`src/hdl/unicycle_pose_integrator_macros.svh`:
```
// Assertion helpers for the pose integrator.
`ifndef UNICYCLE_POSE_INTEGRATOR_MACROS_SVH
`define UNICYCLE_POSE_INTEGRATOR_MACROS_SVH
// Implication checked on every clock edge outside reset.
`define UPI_ASSERT_IMP(label, ante, cons) \
  label: assert property (@(posedge clk) disable iff (!rst_n) (ante) |-> (cons)) \
    else $error("assertion failed");
// Next-cycle implication checked on every clock edge outside reset.
`define UPI_ASSERT_NXT(label, ante, cons) \
  label: assert property (@(posedge clk) disable iff (!rst_n) (ante) |=> (cons)) \
    else $error("assertion failed");
`endif

```
`src/hdl/upi_pkg.sv`:
```
package upi_pkg;

  localparam int CordicSteps = 16;
  localparam int StepW = 5;

  localparam logic [1:0] CMD_SET_VEL = 2'd0;
  localparam logic [1:0] CMD_TICK    = 2'd1;
  localparam logic [1:0] CMD_LOAD    = 2'd2;

  localparam logic signed [33:0] CORDIC_START = 34'sd652032874;
  localparam logic signed [31:0] RAD_TO_BANG  = 32'sd683565276;

  // Queue entry between the front end and the integrator.
  typedef struct packed {
    logic [1:0]         cmd;
    logic signed [31:0] lin;
    logic signed [31:0] ang;
    logic [16:0]        dt;
    logic signed [31:0] lx;
    logic signed [31:0] ly;
    logic [15:0]        lh;
  } item_t;

  // Arctangent table, 32-bit binary angle.
  function automatic logic [29:0] atan_lut(input logic [StepW-1:0] i);
    logic [29:0] v;
    begin
      case (i)
        5'd0: v = 30'd536870912;  5'd1: v = 30'd316933406;
        5'd2: v = 30'd167458907;  5'd3: v = 30'd85004756;
        5'd4: v = 30'd42667331;   5'd5: v = 30'd21354465;
        5'd6: v = 30'd10679838;   5'd7: v = 30'd5340245;
        5'd8: v = 30'd2670163;    5'd9: v = 30'd1335087;
        5'd10: v = 30'd667544;    5'd11: v = 30'd333772;
        5'd12: v = 30'd166886;    5'd13: v = 30'd83443;
        5'd14: v = 30'd41722;     5'd15: v = 30'd20861;
        5'd16: v = 30'd10430;     5'd17: v = 30'd5215;
        5'd18: v = 30'd2608;      5'd19: v = 30'd1304;
        5'd20: v = 30'd652;       5'd21: v = 30'd326;
        5'd22: v = 30'd163;       5'd23: v = 30'd81;
        default: v = 30'd0;
      endcase
      return v;
    end
  endfunction

endpackage

```
`src/hdl/upi_front.sv`:
```
module upi_front (
  input  logic          clk,
  input  logic          rst_n,
  input  logic          in_valid,
  output logic          in_ready,
  input  upi_pkg::item_t in_item,
  output logic          q_valid,
  input  logic          q_ready,
  output upi_pkg::item_t q_item
);
  import upi_pkg::*;

  // Two-entry queue; long ticks are clamped as they enter.
  item_t mem_r [2];
  logic  wp_r, rp_r;
  logic [1:0] cnt_r;
  item_t cl;

  always_comb begin
    cl = in_item;
    if (in_item.dt[16]) cl.dt = 17'h10000;
  end

  assign in_ready = (cnt_r != 2'd2);
  assign q_valid  = (cnt_r != 2'd0);
  assign q_item   = mem_r[rp_r];

  always_ff @(posedge clk) begin
    if (in_valid && in_ready) mem_r[wp_r] <= cl;
    if (!rst_n) begin
      wp_r <= 1'b0; rp_r <= 1'b0; cnt_r <= 2'd0;
    end else begin
      if (in_valid && in_ready) wp_r <= ~wp_r;
      if (q_valid && q_ready) rp_r <= ~rp_r;
      cnt_r <= cnt_r + 2'(in_valid && in_ready) - 2'(q_valid && q_ready);
    end
  end
endmodule

```
`config.mk`:
```
export PLATFORM = sky130hd
export DESIGN_NAME = upi_front
export DESIGN_NICKNAME = d
export VERILOG_FILES = /design/src/hdl/unicycle_pose_integrator_macros.svh /design/src/hdl/upi_pkg.sv /design/src/hdl/upi_front.sv
export SDC_FILE = /design/constraint.sdc
export NUM_CORES = 1
export LEC_CHECK = 0
export ABC_AREA = 0
export BUFFER_PORTS_ARGS = -buffer_cell sky130_fd_sc_hd__buf_2
export CAP_MARGIN = 5
export CORE_MARGIN = 5
export CORE_UTILIZATION = 59
export CTS_BUF_LIST = sky130_fd_sc_hd__clkbuf_8
export CTS_CLUSTER_DIAMETER = 50
export CTS_CLUSTER_SIZE = 30
export DETAILED_ROUTE_END_ITERATION = 12
export GPL_TIMING_DRIVEN = 0
export HOLD_SLACK_MARGIN = 0.03
export PLACE_DENSITY = 0.91
export SYNTH_ARGS = -nofsm -noshare
export SYNTH_HDL_FRONTEND = slang
export SYNTH_SLANG_ARGS = --single-unit
export TNS_END_PERCENT = 10
```
`constraint.sdc`:
```
create_clock -name clk -period 7.38 [get_ports clk]
set_input_delay 0.738 -clock clk [delete_from_list [all_inputs] [get_ports clk]]
set_output_delay 0.738 -clock clk [all_outputs]
set_load 0.02 [all_outputs]
```
==> metrics.md <==
| Metric | Value |
|---|---|
| I/O Buffers | 331 |
| I/O pin total | 332 |
| Area growth syn-to-layout | 22.1% |
| Syn_nets | 722 |
| Top_reg_cell synth | edfxtp_1 |
| Core region area | 20900 um^2 |
| Setup repair bufs after CTS | 0 |
| Clock tree buffer depth | 3 |
| Cts hold-fix bufs | 0 |
| Leading cell types in the layout, fill and taps excluded | buf_2 (340), edfxtp_1 (326), mux2_2 (93), mux2_4 (70), clkbuf_8 (29) |
| H-tree levels | 1 |
| Vias in the first global route | 6750 |
| Rel. slew slack | 0.518 |
| Detailed placement HPWL | 17800 um |
| Largest net degree at the start of global routing | 114 |
| Final hold violations | 0 |
| Measured slew at the worst slew-check pin | 723 ps |
| Critical path, cell by cell | buf_6 > buf_6 > buf_6 > mux2_4 > buf_2 |
| Gates resized, CTS repair | 0 |
| Die height | 155 um |
| FF+latch area | 9890 um^2 |
| Commonest non-fill, non-tap cell in the layout | buf_2 |
| Die Width | 155 um |
| Worst reg2reg setup slack | 4990 ps |
| Peak VDD IR | 0.209 mV |
| Nets | 1086 |
| Crit path DAT | 1970 ps |
| Skew-Pair Late Insertion Delay | 580 ps |
| Post-Syn Area per Cell | 22.4 um^2 |
| Register area share after synthesis | 0.798 |
| Fill count | 1237 |
| Critical Path RT | 6640 ps |
| Max-Cap Viols | 0 |
| Async SR Flop Fraction | 0 |
| Min-delay worst type | in -> reg |
| GR Overflow Total | 0 |
| Final TNS setup | 0 ps |
| Multi-input combinational cell area | 2360 um^2 |
| WP buf/inv | 4 |
| Final clock skew | 26.3 ps |
| Post-synth EDFFs | 326 |
| Inserted Clock Buffers | 28 |
| All-Layer GR Usage | 0.202 |
| FMAX | 0.369 GHz |
| CTS tree | yes |
| Cell count after synthesis | 554 |
| Wirelength per Cell | 20.8 um |
| Setup CP Type | reg -> out |
| Hold slack | 340 ps |
| DR vias | 6396 |
| CP endpoint kind | output pin |
| Die area | 24000 um^2 |
| Reg clk slew, reported paths | 110 ps |
| Final setup viols | 0 |
| Leakage power | 0.00582 uW |
| Final Cycle Share | 0.367 |
| Routability cong. | 0.752 |
| Synth warnings | 0 |
| Initial antenna violation count | 3 |
| Via/cell ratio | 5.26 |
| Remaining antenna violation count | 0 |
| Final Max Tran Viols | 0 |
| Site Rows | 53 |
| Clock Sinks | 331 |
| Synth unique cells | 27 |
| RSZ-0062 raised after global routing | no |
| Residual DRC | 0 |
| Post-layout minimum cycle time | 2710 ps |
| CP max FO | 10 |
| Layout Utilization | 0.724 |
| Cell Pwr Density | 309 nW/um^2 |
| Startpoint types | flip-flop |
| CP peak stage delay | 340 ps |
| Pre-antenna DRT Iters | 4 |
| First-pass GRT wire length | 37500 um |
| CP top delay family | buffers and inverters |
| Initial Utilization | 0.594 |
| Netlist Area Pre-Place | 12400 um^2 |
| WL final | 25400 um |
| CTS root buf | clkbuf_8 |
| Slowest-stage cell, CP | dfxtp_1 |
| FF+latch count, synth | 331 |
| Initial drt markers | 296 |
| Outcome | finished clean |
| Most used cell, CP | buf_6 |
| Share of cells above drive strength 1 | 0.604 |
| Pwr Total | 4680 uW |
[state kept, by name, summed over array words and instances (netlist names), named ones only]
name / cells
mem_r: 326
cnt_r: 2
wp_r: 1
rp_r: 1
[kinds of logic (layout without fill, tap and decap cells)]
family | after synthesis | in the layout | synth area share
simple gates | 31 | 31 | 0.0151
buf+inv | 21 | 407 | 0.0127
fa+ha+maj | 1 | 1 | 0.00101
xor+xnor | 1 | 1 | 0.000707
flops | 331 | 331 | 0.798
mux | 163 | 163 | 0.169
compound gates | 6 | 6 | 0.00353
other cells | 0 | 2 | 0
[synthesized netlist by cell type (all sizes together), types with 2 or more instances]
library cell	instances	area share
mux2	163	0.17
buf	18	0.012
edfxtp	326	0.79
nor2b	16	0.0081
dfxtp	5	0.0081
and3	2	0.0010
nor2	4	0.0012
inv	2	0.00061
o21ai	2	0.00081
[worst reg2reg max path, cell delays in order, from the launching register on]
cell and delay [ps]:
dfxtp_1 430, nand2b_1 220, and3_4 690, buf_16 330
buf_16 340
[power by group]
group / switching, uW / total (uW) / internal (uW)
sequential: 48.7 / 2330 / 2280
combinational: 726 / 1250 / 529
clock: 626 / 1100 / 470
[path summary, 6_finish.rpt]
path / start / to / cells past startpoint
max: flip-flop / q_item[111] / 5
min: in_item[65] / mem_r[0][65] / 1
max reg2reg: cnt_r[0] / mem_r[1][137] / 4
min reg2reg: rp_r / rp_r / 2
[per-stage QoR]
stage | cell area (um^2) | setup slack, ps | instances
final | 15100 | 4670 | 1217
after floorplan | 12400 | 2310 | 554
after global placement | 14400 | 247 | 1160
after global routing | 15100 | 4550 | 1217
after detailed placement | 14500 | 4710 | 1163
after CTS | 15100 | 4610 | 1215
[cell type report]
| class | instances | area share |
|---|---|---|
| flip-flops and latches | 331 | 0.654 |
| clock inverters | 23 | 0.0155 |
| diodes | 2 | 0.000331 |
| plain buffers | 19 | 0.00992 |
| repair buffers | 334 | 0.115 |
| multi-input cells | 202 | 0.156 |
| inverters | 2 | 0.000992 |
| clock buffers | 29 | 0.0264 |
| well taps | 275 | 0.0227 |
[routing by layer]
| layer | GRT usage | share of wire | vias up |
|---|---|---|---|
| met2 | 0.367 | 0.52 | 304 |
| met5 | 0 | 0.00043 | - |
| met1 | 0.229 | 0.35 | 3109 |
| met3 | 0.0629 | 0.097 | 54 |
| li1 | - | - | 2927 |
| met4 | 0.0597 | 0.030 | 2 |
Note: power is estimated with default switching activity, not from simulation.
